==> config.mk <==
export PLATFORM = sky130hd
export DESIGN_NAME = ray_convex_polygon_clip_flat
export DESIGN_NICKNAME = d
export VERILOG_FILES = /design/src/rtl/rcpc_pkg.sv /design/src/rtl/rcpc_req_if.sv /design/src/rtl/rcpc_rsp_if.sv /design/src/rtl/rcpc_mac.sv /design/src/rtl/rcpc_div.sv /design/src/rtl/ray_convex_polygon_clip.sv /design/src/flat_wrapper.sv
export SDC_FILE = /design/constraint.sdc
export NUM_CORES = 2
export LEC_CHECK = 0
export ABC_AREA = 1
export BUFFER_PORTS_ARGS = -buffer_cell sky130_fd_sc_hd__buf_2
export CAP_MARGIN = 30
export CORE_UTILIZATION = 45
export DETAILED_ROUTE_END_ITERATION = 10
export PLACE_DENSITY = 0.65
export SLEW_MARGIN = 20
export SYNTH_ARGS = -nofsm -noshare
export SYNTH_HDL_FRONTEND = slang
export SYNTH_SLANG_ARGS = --single-unit
==> constraint.sdc <==
create_clock -name clock -period 16.71 [get_ports clock]
set_input_delay 0.8355 -clock clock [delete_from_list [all_inputs] [get_ports clock]]
set_output_delay 0.8355 -clock clock [all_outputs]
set_load 0.005 [all_outputs]
==> src/rtl/rcpc_pkg.sv <==
// Package with shared types, constants and helper functions of the ray polygon clipper.
package rcpc_pkg;

   localparam int MAX_VERTICES_DEF = 8;
   localparam int CSR_IDX_W = 3;
   localparam int CSR_DATA_W = 32;
   localparam int MUL_A_W = 16;
   localparam int MUL_B_W = 38;
   localparam int ACC_W = 55;
   localparam int MAG_W = 54;
   localparam int FRAC_W = 18;

   localparam logic [CSR_IDX_W-1:0] CSR_VERTEX_COUNT = 3'd0;
   localparam logic [CSR_IDX_W-1:0] CSR_POS_X = 3'd1;
   localparam logic [CSR_IDX_W-1:0] CSR_POS_Y = 3'd2;
   localparam logic [CSR_IDX_W-1:0] CSR_ROT_COS = 3'd3;
   localparam logic [CSR_IDX_W-1:0] CSR_ROT_SIN = 3'd4;

   localparam logic OP_LOAD = 1'b0;
   localparam logic OP_QUERY = 1'b1;

   localparam logic [FRAC_W-1:0] FRAC_SAT = 18'h20000;
   localparam logic signed [18:0] FRAC_ONE = 19'sd65536;

   typedef enum logic [1:0] {
      MAC_NOP,
      MAC_LOAD,
      MAC_ADD,
      MAC_SUB
   } mac_op_type;

   typedef struct packed {
      mac_op_type op;
      logic signed [MUL_A_W-1:0] a;
      logic signed [MUL_B_W-1:0] b;
   } mac_req_type;

   typedef struct packed {
      logic start;
      logic [MAG_W-1:0] num;
      logic [MAG_W-1:0] den;
   } div_req_type;

   typedef struct packed {
      logic done;
      logic [FRAC_W-1:0] quot;
   } div_rsp_type;

   function automatic logic signed [15:0] clamp_unit(input logic signed [ACC_W-1:0] v);
      logic signed [15:0] r;
      if (v > 55'sd16384) begin
         r = 16'sd16384;
      end else if (v < -55'sd16384) begin
         r = -16'sd16384;
      end else begin
         r = v[15:0];
      end
      return r;
   endfunction

endpackage

==> src/rtl/rcpc_req_if.sv <==
// Request channel interface carrying vertex loads and ray queries.
interface rcpc_req_if;
   logic valid;
   logic ready;
   logic operation;
   logic [2:0] vertex_index;
   logic signed [31:0] vert_x;
   logic signed [31:0] vert_y;
   logic signed [15:0] edge_nx;
   logic signed [15:0] edge_ny;
   logic signed [31:0] origin_x;
   logic signed [31:0] origin_y;
   logic signed [15:0] dir_x;
   logic signed [15:0] dir_y;
   logic [30:0] ray_length;

   modport source (output valid, operation, vertex_index, vert_x, vert_y, edge_nx, edge_ny,
                   origin_x, origin_y, dir_x, dir_y, ray_length, input ready);
   modport sink (input valid, operation, vertex_index, vert_x, vert_y, edge_nx, edge_ny,
                 origin_x, origin_y, dir_x, dir_y, ray_length, output ready);
endinterface

==> src/rtl/rcpc_rsp_if.sv <==
// Response channel interface carrying the query results.
interface rcpc_rsp_if;
   logic valid;
   logic ready;
   logic hit;
   logic [16:0] hit_fraction;
   logic signed [15:0] hit_normal_x;
   logic signed [15:0] hit_normal_y;

   modport source (output valid, hit, hit_fraction, hit_normal_x, hit_normal_y, input ready);
   modport sink (input valid, hit, hit_fraction, hit_normal_x, hit_normal_y, output ready);
endinterface

==> src/rtl/rcpc_mac.sv <==
// Shared multiply-accumulate unit used by the sequencer for every product.
module rcpc_mac
   import rcpc_pkg::*;
(
   input  logic clock,
   input  mac_req_type mac_req,
   output logic signed [ACC_W-1:0] acc
);

   logic signed [ACC_W-1:0] acc_ff;
   logic signed [ACC_W-1:0] acc_in;
   logic signed [MUL_A_W+MUL_B_W-1:0] prod;

   assign prod = mac_req.a * mac_req.b;

   always_comb begin
      unique case (mac_req.op)
         MAC_NOP:  acc_in = acc_ff;
         MAC_LOAD: acc_in = ACC_W'(prod);
         MAC_ADD:  acc_in = acc_ff + ACC_W'(prod);
         MAC_SUB:  acc_in = acc_ff - ACC_W'(prod);
         default:  acc_in = acc_ff;
      endcase
   end

   always_ff @(posedge clock) begin
      acc_ff <= acc_in;
   end

   assign acc = acc_ff;

endmodule

==> src/rtl/rcpc_div.sv <==
// Restoring serial divider that forms the saturated edge fraction one bit a cycle.
module rcpc_div
   import rcpc_pkg::*;
(
   input  logic clock,
   input  logic reset,
   input  div_req_type div_req,
   output div_rsp_type div_rsp
);

   logic busy_ff;
   logic done_ff;
   logic [4:0] cnt_ff;
   logic [MAG_W-1:0] rem_ff;
   logic [MAG_W-1:0] den_ff;
   logic [FRAC_W-1:0] quot_ff;
   logic [MAG_W:0] rem2;
   logic ge;

   assign rem2 = {rem_ff, 1'b0};
   assign ge = rem2 >= {1'b0, den_ff};

   always_ff @(posedge clock) begin
      if (reset) begin
         busy_ff <= 1'b0;
         done_ff <= 1'b0;
         cnt_ff <= '0;
      end else begin
         done_ff <= 1'b0;
         if (div_req.start) begin
            den_ff <= div_req.den;
            if ({1'b0, div_req.num} >= {div_req.den, 1'b0}) begin
               quot_ff <= FRAC_SAT;
               done_ff <= 1'b1;
            end else if (div_req.num >= div_req.den) begin
               quot_ff <= FRAC_W'(1);
               rem_ff <= div_req.num - div_req.den;
               cnt_ff <= 5'd16;
               busy_ff <= 1'b1;
            end else begin
               quot_ff <= '0;
               rem_ff <= div_req.num;
               cnt_ff <= 5'd16;
               busy_ff <= 1'b1;
            end
         end else if (busy_ff) begin
            rem_ff <= ge ? MAG_W'(rem2 - {1'b0, den_ff}) : MAG_W'(rem2);
            quot_ff <= {quot_ff[FRAC_W-2:0], ge};
            cnt_ff <= cnt_ff - 5'd1;
            if (cnt_ff == 5'd1) begin
               busy_ff <= 1'b0;
               done_ff <= 1'b1;
            end
         end
      end
   end

   assign div_rsp.done = done_ff;
   assign div_rsp.quot = quot_ff;

endmodule

==> src/rtl/ray_convex_polygon_clip.sv <==
// Top level: polygon store, pose registers and the clipping sequencer.
// A load beat gives no response. A query runs the setup products, then per edge a store read,
// the edge products, a decision and, where the signs call for one, a serial divide; then the
// world normal of a hit and the response beat. The shared multiply-accumulate unit and the
// serial divider form the products and quotients; a held response stalls the output step.
// Reset is synchronous and active high; the vertex store stays undefined until loaded.
module ray_convex_polygon_clip
   import rcpc_pkg::*;
#(
   parameter int MAX_VERTICES = MAX_VERTICES_DEF
)(
   input  logic clock,
   input  logic reset,
   rcpc_req_if.sink req_bus,
   rcpc_rsp_if.source rsp_bus,
   input  logic csr_we,
   input  logic [CSR_IDX_W-1:0] csr_index,
   input  logic [CSR_DATA_W-1:0] csr_wdata
);

   localparam int AW = (MAX_VERTICES > 1) ? $clog2(MAX_VERTICES) : 1;
   localparam int CW = $clog2(MAX_VERTICES + 1);

   typedef enum logic [2:0] {
      S_IDLE, S_SETUP, S_EREAD, S_EMUL, S_EDEC, S_EDIV, S_NORM, S_OUT
   } state_type;

   state_type state_ff;
   logic [3:0] step_ff;
   logic [CW-1:0] idx_ff, edges_ff, edges_in, next_idx;

   logic [3:0] vc_ff;
   logic signed [31:0] pos_x_ff, pos_y_ff;
   logic signed [15:0] cos_ff, sin_ff;

   logic signed [32:0] sx_ff, sy_ff;
   logic signed [15:0] dirx_ff, diry_ff;
   logic [30:0] len_ff;
   logic signed [33:0] rx_ff, ry_ff;
   logic signed [35:0] p1x_ff, p1y_ff, dx_ff, dy_ff;
   logic signed [ACC_W-1:0] num_ff, den_ff;
   logic signed [18:0] low_ff, high_ff;
   logic found_ff, hit_ff;
   logic signed [15:0] enx_ff, eny_ff, wx_ff, wy_ff;

   logic [63:0] vmem [MAX_VERTICES];
   logic [31:0] nmem [MAX_VERTICES];
   logic [63:0] vrd_ff;
   logic [31:0] nrd_ff;

   logic rsp_valid_ff, rsp_hit_ff;
   logic [16:0] rsp_frac_ff;
   logic signed [15:0] rsp_nx_ff, rsp_ny_ff;

   mac_req_type mac_req;
   div_req_type div_req;
   div_rsp_type div_rsp;
   logic signed [ACC_W-1:0] acc, sh;

   logic req_acc, load_we;
   logic signed [31:0] vx, vy;
   logic signed [15:0] nx, ny;
   logic num_neg, den_neg, den_zero, last_edge, hit_ok;
   logic signed [18:0] q_s;

   assign req_bus.ready = (state_ff == S_IDLE);
   assign req_acc = req_bus.valid && req_bus.ready;
   assign load_we = req_acc && (req_bus.operation == OP_LOAD) &&
                    (7'(req_bus.vertex_index) < 7'(MAX_VERTICES));

   assign vx = $signed(vrd_ff[31:0]);
   assign vy = $signed(vrd_ff[63:32]);
   assign nx = $signed(nrd_ff[15:0]);
   assign ny = $signed(nrd_ff[31:16]);
   assign sh = acc >>> 14;

   assign num_neg = num_ff[ACC_W-1];
   assign den_neg = den_ff[ACC_W-1];
   assign den_zero = (den_ff == '0);
   assign next_idx = idx_ff + CW'(1);
   assign last_edge = (next_idx == edges_ff);
   assign q_s = $signed({1'b0, div_rsp.quot});

   always_comb begin
      if ({3'b000, req_bus.operation == OP_QUERY ? vc_ff : 4'd0} >= 7'(MAX_VERTICES)) begin
         edges_in = CW'(MAX_VERTICES);
      end else begin
         edges_in = CW'(vc_ff);
      end
   end

   always_ff @(posedge clock) begin
      if (reset) begin
         vc_ff <= 4'd4;
         pos_x_ff <= '0;
         pos_y_ff <= '0;
         cos_ff <= 16'sd16384;
         sin_ff <= '0;
      end else if (csr_we) begin
         unique case (csr_index)
            CSR_VERTEX_COUNT: vc_ff <= csr_wdata[3:0];
            CSR_POS_X:        pos_x_ff <= $signed(csr_wdata);
            CSR_POS_Y:        pos_y_ff <= $signed(csr_wdata);
            CSR_ROT_COS:      cos_ff <= $signed(csr_wdata[15:0]);
            CSR_ROT_SIN:      sin_ff <= $signed(csr_wdata[15:0]);
            default:          ;
         endcase
      end
   end

   always_ff @(posedge clock) begin
      if (load_we) begin
         vmem[AW'(req_bus.vertex_index)] <= {req_bus.vert_y, req_bus.vert_x};
         nmem[AW'(req_bus.vertex_index)] <= {req_bus.edge_ny, req_bus.edge_nx};
      end
      if (state_ff == S_EREAD) begin
         vrd_ff <= vmem[idx_ff[AW-1:0]];
         nrd_ff <= nmem[idx_ff[AW-1:0]];
      end
   end

   always_comb begin
      mac_req.op = MAC_NOP;
      mac_req.a = cos_ff;
      mac_req.b = '0;
      if (state_ff == S_SETUP) begin
         unique case (step_ff)
            4'd0: begin mac_req.op = MAC_LOAD; mac_req.a = dirx_ff; mac_req.b = {7'b0, len_ff}; end
            4'd1: begin mac_req.op = MAC_LOAD; mac_req.a = diry_ff; mac_req.b = {7'b0, len_ff}; end
            4'd2: begin mac_req.op = MAC_LOAD; mac_req.a = cos_ff; mac_req.b = MUL_B_W'(sx_ff); end
            4'd3: begin mac_req.op = MAC_ADD; mac_req.a = sin_ff; mac_req.b = MUL_B_W'(sy_ff); end
            4'd4: begin mac_req.op = MAC_LOAD; mac_req.a = cos_ff; mac_req.b = MUL_B_W'(sy_ff); end
            4'd5: begin mac_req.op = MAC_SUB; mac_req.a = sin_ff; mac_req.b = MUL_B_W'(sx_ff); end
            4'd6: begin mac_req.op = MAC_LOAD; mac_req.a = cos_ff; mac_req.b = MUL_B_W'(rx_ff); end
            4'd7: begin mac_req.op = MAC_ADD; mac_req.a = sin_ff; mac_req.b = MUL_B_W'(ry_ff); end
            4'd8: begin mac_req.op = MAC_LOAD; mac_req.a = cos_ff; mac_req.b = MUL_B_W'(ry_ff); end
            4'd9: begin mac_req.op = MAC_SUB; mac_req.a = sin_ff; mac_req.b = MUL_B_W'(rx_ff); end
            default: ;
         endcase
      end else if (state_ff == S_EMUL) begin
         unique case (step_ff)
            4'd0: begin
               mac_req.op = MAC_LOAD; mac_req.a = nx;
               mac_req.b = MUL_B_W'(vx) - MUL_B_W'(p1x_ff);
            end
            4'd1: begin
               mac_req.op = MAC_ADD; mac_req.a = ny;
               mac_req.b = MUL_B_W'(vy) - MUL_B_W'(p1y_ff);
            end
            4'd2: begin mac_req.op = MAC_LOAD; mac_req.a = nx; mac_req.b = MUL_B_W'(dx_ff); end
            4'd3: begin mac_req.op = MAC_ADD; mac_req.a = ny; mac_req.b = MUL_B_W'(dy_ff); end
            default: ;
         endcase
      end else if (state_ff == S_NORM) begin
         unique case (step_ff)
            4'd0: begin mac_req.op = MAC_LOAD; mac_req.a = cos_ff; mac_req.b = MUL_B_W'(enx_ff); end
            4'd1: begin mac_req.op = MAC_SUB; mac_req.a = sin_ff; mac_req.b = MUL_B_W'(eny_ff); end
            4'd2: begin mac_req.op = MAC_LOAD; mac_req.a = sin_ff; mac_req.b = MUL_B_W'(enx_ff); end
            4'd3: begin mac_req.op = MAC_ADD; mac_req.a = cos_ff; mac_req.b = MUL_B_W'(eny_ff); end
            default: ;
         endcase
      end
   end

   always_comb begin
      div_req.start = (state_ff == S_EDEC) && !den_zero && !num_neg && !den_neg;
      div_req.num = MAG_W'(num_ff);
      div_req.den = MAG_W'(den_ff);
      if (state_ff == S_EDEC && den_neg) begin
         div_req.start = num_neg;
         div_req.num = MAG_W'(-num_ff);
         div_req.den = MAG_W'(-den_ff);
      end
   end

   assign hit_ok = found_ff && !(high_ff < low_ff);

   rcpc_mac u_mac (
      .clock   (clock),
      .mac_req (mac_req),
      .acc     (acc)
   );

   rcpc_div u_div (
      .clock   (clock),
      .reset   (reset),
      .div_req (div_req),
      .div_rsp (div_rsp)
   );

   always_ff @(posedge clock) begin
      if (reset) begin
         state_ff <= S_IDLE;
         step_ff <= '0;
         idx_ff <= '0;
         edges_ff <= '0;
         found_ff <= 1'b0;
         hit_ff <= 1'b0;
         rsp_valid_ff <= 1'b0;
      end else begin
         if (rsp_bus.ready && state_ff != S_OUT) begin
            rsp_valid_ff <= 1'b0;
         end
         unique case (state_ff)
            S_IDLE: begin
               if (req_acc && req_bus.operation == OP_QUERY) begin
                  sx_ff <= 33'(req_bus.origin_x) - 33'(pos_x_ff);
                  sy_ff <= 33'(req_bus.origin_y) - 33'(pos_y_ff);
                  dirx_ff <= req_bus.dir_x;
                  diry_ff <= req_bus.dir_y;
                  len_ff <= req_bus.ray_length;
                  edges_ff <= edges_in;
                  idx_ff <= '0;
                  low_ff <= '0;
                  high_ff <= FRAC_ONE;
                  found_ff <= 1'b0;
                  hit_ff <= 1'b0;
                  step_ff <= '0;
                  state_ff <= S_SETUP;
               end
            end
            S_SETUP: begin
               step_ff <= step_ff + 4'd1;
               unique case (step_ff)
                  4'd1:  rx_ff <= sh[33:0];
                  4'd2:  ry_ff <= sh[33:0];
                  4'd4:  p1x_ff <= sh[35:0];
                  4'd6:  p1y_ff <= sh[35:0];
                  4'd8:  dx_ff <= sh[35:0];
                  4'd10: dy_ff <= sh[35:0];
                  default: ;
               endcase
               if (step_ff == 4'd10) begin
                  state_ff <= (edges_ff == '0) ? S_OUT : S_EREAD;
               end
            end
            S_EREAD: begin
               step_ff <= '0;
               state_ff <= S_EMUL;
            end
            S_EMUL: begin
               step_ff <= step_ff + 4'd1;
               if (step_ff == 4'd2) begin
                  num_ff <= acc;
               end
               if (step_ff == 4'd4) begin
                  den_ff <= acc;
                  state_ff <= S_EDEC;
               end
            end
            S_EDEC: begin
               if (div_req.start) begin
                  state_ff <= S_EDIV;
               end else if (den_zero && num_neg) begin
                  found_ff <= 1'b0;
                  state_ff <= S_OUT;
               end else begin
                  if (!den_zero && !den_neg) begin
                     high_ff <= -19'sd1;
                  end
                  idx_ff <= next_idx;
                  step_ff <= '0;
                  state_ff <= last_edge ? S_NORM : S_EREAD;
               end
            end
            S_EDIV: begin
               if (div_rsp.done) begin
                  if (den_neg) begin
                     if (q_s > low_ff) begin
                        low_ff <= q_s;
                        found_ff <= 1'b1;
                        enx_ff <= nx;
                        eny_ff <= ny;
                     end
                  end else if (q_s < high_ff) begin
                     high_ff <= q_s;
                  end
                  idx_ff <= next_idx;
                  step_ff <= '0;
                  state_ff <= last_edge ? S_NORM : S_EREAD;
               end
            end
            S_NORM: begin
               step_ff <= step_ff + 4'd1;
               hit_ff <= hit_ok;
               if (!hit_ok) begin
                  state_ff <= S_OUT;
               end
               if (step_ff == 4'd2) begin
                  wx_ff <= clamp_unit(sh);
               end
               if (step_ff == 4'd4) begin
                  wy_ff <= clamp_unit(sh);
                  state_ff <= S_OUT;
               end
            end
            S_OUT: begin
               if (!rsp_valid_ff || rsp_bus.ready) begin
                  rsp_valid_ff <= 1'b1;
                  rsp_hit_ff <= hit_ff;
                  rsp_frac_ff <= hit_ff ? low_ff[16:0] : '0;
                  rsp_nx_ff <= hit_ff ? wx_ff : '0;
                  rsp_ny_ff <= hit_ff ? wy_ff : '0;
                  state_ff <= S_IDLE;
               end
            end
            default: state_ff <= S_IDLE;
         endcase
      end
   end

   assign rsp_bus.valid = rsp_valid_ff;
   assign rsp_bus.hit = rsp_hit_ff;
   assign rsp_bus.hit_fraction = rsp_frac_ff;
   assign rsp_bus.hit_normal_x = rsp_nx_ff;
   assign rsp_bus.hit_normal_y = rsp_ny_ff;

   a_div_only_in_div: assert property (@(posedge clock) disable iff (reset)
      div_rsp.done |-> state_ff == S_EDIV)
      else $error("Divider finished outside the divide state.");

   a_edge_in_range: assert property (@(posedge clock) disable iff (reset)
      state_ff == S_EREAD |-> idx_ff < edges_ff)
      else $error("Edge index beyond the edge count.");

   a_hit_fraction: assert property (@(posedge clock) disable iff (reset)
      rsp_valid_ff && rsp_hit_ff |-> rsp_frac_ff <= 17'd65536)
      else $error("Hit fraction above one.");

   a_miss_zero: assert property (@(posedge clock) disable iff (reset)
      rsp_valid_ff && !rsp_hit_ff |-> rsp_frac_ff == '0 && rsp_nx_ff == '0)
      else $error("Miss response carries data.");

endmodule

==> src/flat_wrapper.sv <==
// flat-port wrapper written by rule: the top's interface ports become plain ports
module ray_convex_polygon_clip_flat import rcpc_pkg::*;
#(
   parameter int MAX_VERTICES = MAX_VERTICES_DEF
)
  (clock, reset, csr_we, csr_index, csr_wdata, req_bus_valid, req_bus_operation, req_bus_vertex_index, req_bus_vert_x, req_bus_vert_y, req_bus_edge_nx, req_bus_edge_ny, req_bus_origin_x, req_bus_origin_y, req_bus_dir_x, req_bus_dir_y, req_bus_ray_length, req_bus_ready, rsp_bus_valid, rsp_bus_hit, rsp_bus_hit_fraction, rsp_bus_hit_normal_x, rsp_bus_hit_normal_y, rsp_bus_ready);
  rcpc_req_if req_bus_i ();
  rcpc_rsp_if rsp_bus_i ();
  input  logic clock;
  input  logic reset;
  input  logic csr_we;
  input  logic [CSR_IDX_W-1:0] csr_index;
  input  logic [CSR_DATA_W-1:0] csr_wdata;
  input wire logic [$bits(req_bus_i.valid)-1:0] req_bus_valid;
  input wire logic [$bits(req_bus_i.operation)-1:0] req_bus_operation;
  input wire logic [$bits(req_bus_i.vertex_index)-1:0] req_bus_vertex_index;
  input wire logic [$bits(req_bus_i.vert_x)-1:0] req_bus_vert_x;
  input wire logic [$bits(req_bus_i.vert_y)-1:0] req_bus_vert_y;
  input wire logic [$bits(req_bus_i.edge_nx)-1:0] req_bus_edge_nx;
  input wire logic [$bits(req_bus_i.edge_ny)-1:0] req_bus_edge_ny;
  input wire logic [$bits(req_bus_i.origin_x)-1:0] req_bus_origin_x;
  input wire logic [$bits(req_bus_i.origin_y)-1:0] req_bus_origin_y;
  input wire logic [$bits(req_bus_i.dir_x)-1:0] req_bus_dir_x;
  input wire logic [$bits(req_bus_i.dir_y)-1:0] req_bus_dir_y;
  input wire logic [$bits(req_bus_i.ray_length)-1:0] req_bus_ray_length;
  output wire logic [$bits(req_bus_i.ready)-1:0] req_bus_ready;
  output wire logic [$bits(rsp_bus_i.valid)-1:0] rsp_bus_valid;
  output wire logic [$bits(rsp_bus_i.hit)-1:0] rsp_bus_hit;
  output wire logic [$bits(rsp_bus_i.hit_fraction)-1:0] rsp_bus_hit_fraction;
  output wire logic [$bits(rsp_bus_i.hit_normal_x)-1:0] rsp_bus_hit_normal_x;
  output wire logic [$bits(rsp_bus_i.hit_normal_y)-1:0] rsp_bus_hit_normal_y;
  input wire logic [$bits(rsp_bus_i.ready)-1:0] rsp_bus_ready;
  assign req_bus_i.valid = req_bus_valid;
  assign req_bus_i.operation = req_bus_operation;
  assign req_bus_i.vertex_index = req_bus_vertex_index;
  assign req_bus_i.vert_x = req_bus_vert_x;
  assign req_bus_i.vert_y = req_bus_vert_y;
  assign req_bus_i.edge_nx = req_bus_edge_nx;
  assign req_bus_i.edge_ny = req_bus_edge_ny;
  assign req_bus_i.origin_x = req_bus_origin_x;
  assign req_bus_i.origin_y = req_bus_origin_y;
  assign req_bus_i.dir_x = req_bus_dir_x;
  assign req_bus_i.dir_y = req_bus_dir_y;
  assign req_bus_i.ray_length = req_bus_ray_length;
  assign req_bus_ready = req_bus_i.ready;
  assign rsp_bus_valid = rsp_bus_i.valid;
  assign rsp_bus_hit = rsp_bus_i.hit;
  assign rsp_bus_hit_fraction = rsp_bus_i.hit_fraction;
  assign rsp_bus_hit_normal_x = rsp_bus_i.hit_normal_x;
  assign rsp_bus_hit_normal_y = rsp_bus_i.hit_normal_y;
  assign rsp_bus_i.ready = rsp_bus_ready;
  ray_convex_polygon_clip #(.MAX_VERTICES(MAX_VERTICES)) u_core (.clock(clock), .reset(reset), .req_bus(req_bus_i), .rsp_bus(rsp_bus_i), .csr_we(csr_we), .csr_index(csr_index), .csr_wdata(csr_wdata));
endmodule
==> impl_metrics.json <==
{
  "synth_area_sq_um": 115000,
  "wl_per_cell_microns": 23.1,
  "worstPathMaxFanout": 27,
  "drv_cap": 0,
  "die_h_microns": 508,
  "synth_seq_cells": 1772,
  "setup_viol": 0,
  "start_util_pct": 45.3,
  "ant_nets": 0,
  "synthDistinctLibCells": 75,
  "syn_to_final_growth_pct": 10.5,
  "fp-row-count": 185,
  "pre_cts_slack_ns": 2.76,
  "final_nets": 14400,
  "cts_tree": "yes",
  "track_usage_pct": 29.2,
  "gp_congestion": 1.04,
  "synth_edf_count": 1647,
  "core_sq_um": 255000,
  "yosys.cell_count.top_type": "nand2_1",
  "clkLatencyLatePin_ns": 0.88,
  "clock_path_buffers": 3,
  "synth_ff_type": "edfxtp_1",
  "slew_headroom_pct": 29.2,
  "grt_pass1_wl_microns": 560000,
  "clock_skew_ns": 0.0847,
  "htree_levels": 4,
  "ios": 319,
  "cp-start-kind": "flop",
  "finalMaxSlewViolations": 0,
  "stdcell_area_sq_um": 128000,
  "drive_above_1_share_pct": 7.55,
  "finalHoldViolations": 0,
  "crit_type": "reg2reg",
  "cts_buffers": 190,
  "ys_seq_area_share_pct": 45.0,
  "vias": 91700,
  "syn_avg_cell_area_sq_um": 9.04,
  "crit_top_cell": "nand2_1",
  "placed_cell_area_sq_um": 121000,
  "cp.arrival_ns": 14.66,
  "path_clk_slew_ns": 0.06,
  "crit_path_top_delay_cell": "clkinv_1",
  "drc": 0,
  "synth-async-reset-ratio_pct": 0,
  "cp-end-kind": "flop",
  "hold_class": "in2reg",
  "critPathRequiredTime_ns": 17.23,
  "min_period_over_period_pct": 84.6,
  "post_cts_buffers": 0,
  "grt_overflow": 0,
  "grt_pass1_vias": 87200,
  "first_iter_violations": 9591,
  "hold_buffers": 0,
  "setup_slack_ns": 2.57,
  "routed_wl_microns": 383000,
  "firstDrtPassIters": 6,
  "cts_resized": 0,
  "synth.top_cell.area_share_pct": 42.9,
  "synth_top_cells_by_area": "edfxtp_1, fa_1, nand2_1, inv_1, ha_1",
  "antenna_found_initial": 47,
  "rsz0062_at_grt": "false",
  "synthCells": 12800,
  "root_buffer": "clkbuf_16",
  "grt_start_max_net_pins": 177,
  "dp_hpwl_microns": 286000,
  "final_cells": 16600,
  "io_buffers": 318,
  "tns_ns": 0,
  "synth_area_leader_cell": "edfxtp_1",
  "synth_nets": 14100,
  "max_freq_mhz": 70.7,
  "dpl.cell_count": 16200,
  "cts_sinks": 1772,
  "tightestPinTransition_ns": 1.06,
  "finalCriticalPeriod_ns": 14.14,
  "critPathMaxStageDelay_ns": 0.95,
  "dieArea_sq_um": 258000,
  "synth_warnings": 0,
  "vias_per_cell": 5.53,
  "status": "finished, final reports clean",
  "synthTopCellsByCount": "nand2_1, inv_1, edfxtp_1",
  "dieWidth_microns": 508
}
-- per-layer routing --
layer	part of all wire [%]	vias to the layer above	GRT usage (%)
li1	-	42900	-
met1	39	44000	37.1
met2	46	3871	46.6
met3	8.1	886	5.04
met4	6.7	56	17.3
met5	0.087	-	0
-- path summary, 6_finish.rpt --
check	from	endpoint	slack [ns]	depth (start not counted)
min reg2reg	u_core.nrd_ff[4]	u_core.enx_ff[4]	0.43	0
min	req_bus_ray_length[25]	u_core.len_ff[25]	0.15	1
max reg2reg	u_core.state_ff[0]	u_core.u_mac.acc[42]	2.57	47
max	u_core.state_ff[0]	u_core.u_mac.acc[42]	2.57	47
-- per-stage QoR --
step	util (%)	hold WS, ns
3_5_place_dp	47.6	0.446
4_1_cts	50.0	0.0923
5_1_grt	50.1	0.120
3_3_place_gp	47.5	0.434
6_report	50.1	0.150
2_1_floorplan	-	0.406
-- placed cells by master (no fill, tap or decap), types with 51 or more instances in the layout --
| master | synthesis | final |
|---|---|---|
| a21oi_1 | 769 | 768 |
| a31oi_1 | 156 | 156 |
| o211ai_1 | 52 | 52 |
| ha_1 | 537 | 537 |
| buf_2 | 118 | 320 |
| fa_1 | 569 | 569 |
| nor2_1 | 1598 | 1584 |
| nor3_1 | 118 | 105 |
| buf_4 | 3 | 137 |
| nand2_1 | 2130 | 2129 |
| edfxtp_1 | 1647 | 1647 |
| dfxtp_1 | 125 | 122 |
| inv_1 | 2066 | 2062 |
| xor2_1 | 215 | 215 |
| xnor2_1 | 130 | 130 |
| nand4_1 | 118 | 118 |
| clkinv_1 | 16 | 51 |
| nand3_1 | 376 | 375 |
| o22ai_1 | 120 | 120 |
| clkbuf_16 | 0 | 191 |
| o21ai_0 | 956 | 956 |
| a22oi_1 | 64 | 64 |
-- registers in the layout, indices dropped and copies added (netlist names), 32 cells and up --
| name | count |
|---|---|
| u_core.den_ff | 55 |
| u_core.dx_ff | 36 |
| u_core.dy_ff | 36 |
| u_core.nmem | 256 |
| u_core.nrd_ff | 32 |
| u_core.num_ff | 55 |
| u_core.p1x_ff | 36 |
| u_core.p1y_ff | 36 |
| u_core.pos_x_ff | 32 |
| u_core.pos_y_ff | 32 |
| u_core.rx_ff | 34 |
| u_core.ry_ff | 34 |
| u_core.sx_ff | 33 |
| u_core.sy_ff | 33 |
| u_core.u_div.den_ff | 54 |
| u_core.u_div.rem_ff | 54 |
| u_core.u_mac.acc | 55 |
| u_core.vmem | 512 |
| u_core.vrd_ff | 64 |
-- kinds of logic (layout without fill, tap and decap cells) --
family	count (synthesis)	in the layout	synth area share, %
AOI/OAI and AO/OA	2415	2415	11.7
DFF	1772	1772	45.0
muxes	1	1	0.00867
xor gates and xnor gates	351	351	2.71
and+or+nand+nor	4593	4593	16.5
other	0	16	0
buffers and inverters	2522	2944	8.35
adders and majority gates	1106	1106	15.7
-- worst max-delay path, delay by kind of cell (launching register included) --
family	cells	cell delay [ns]
DFF	1	0.30
buffers and inverters	10	2.48
adders and majority gates	8	3.70
xor gates and xnor gates	2	0.60
AOI/OAI and AO/OA	9	2.44
and+or+nand+nor	18	4.22
-- layout make-up --
cell class | instances | area (sq um)
Fill cell | 23700 | 127000
Antenna cell | 16 | 40.0
Multi-Input combinational cell | 8466 | 54000
Clock buffer | 226 | 4960
Tap cell | 3366 | 4210
Timing Repair Buffer | 476 | 3040
Inverter | 2117 | 7970
Clock inverter | 125 | 1310
Sequential cell | 1772 | 52000
Power is not shown: default switching activity piles up to over one toggle a cycle in this logic, so the estimate is an artifact.
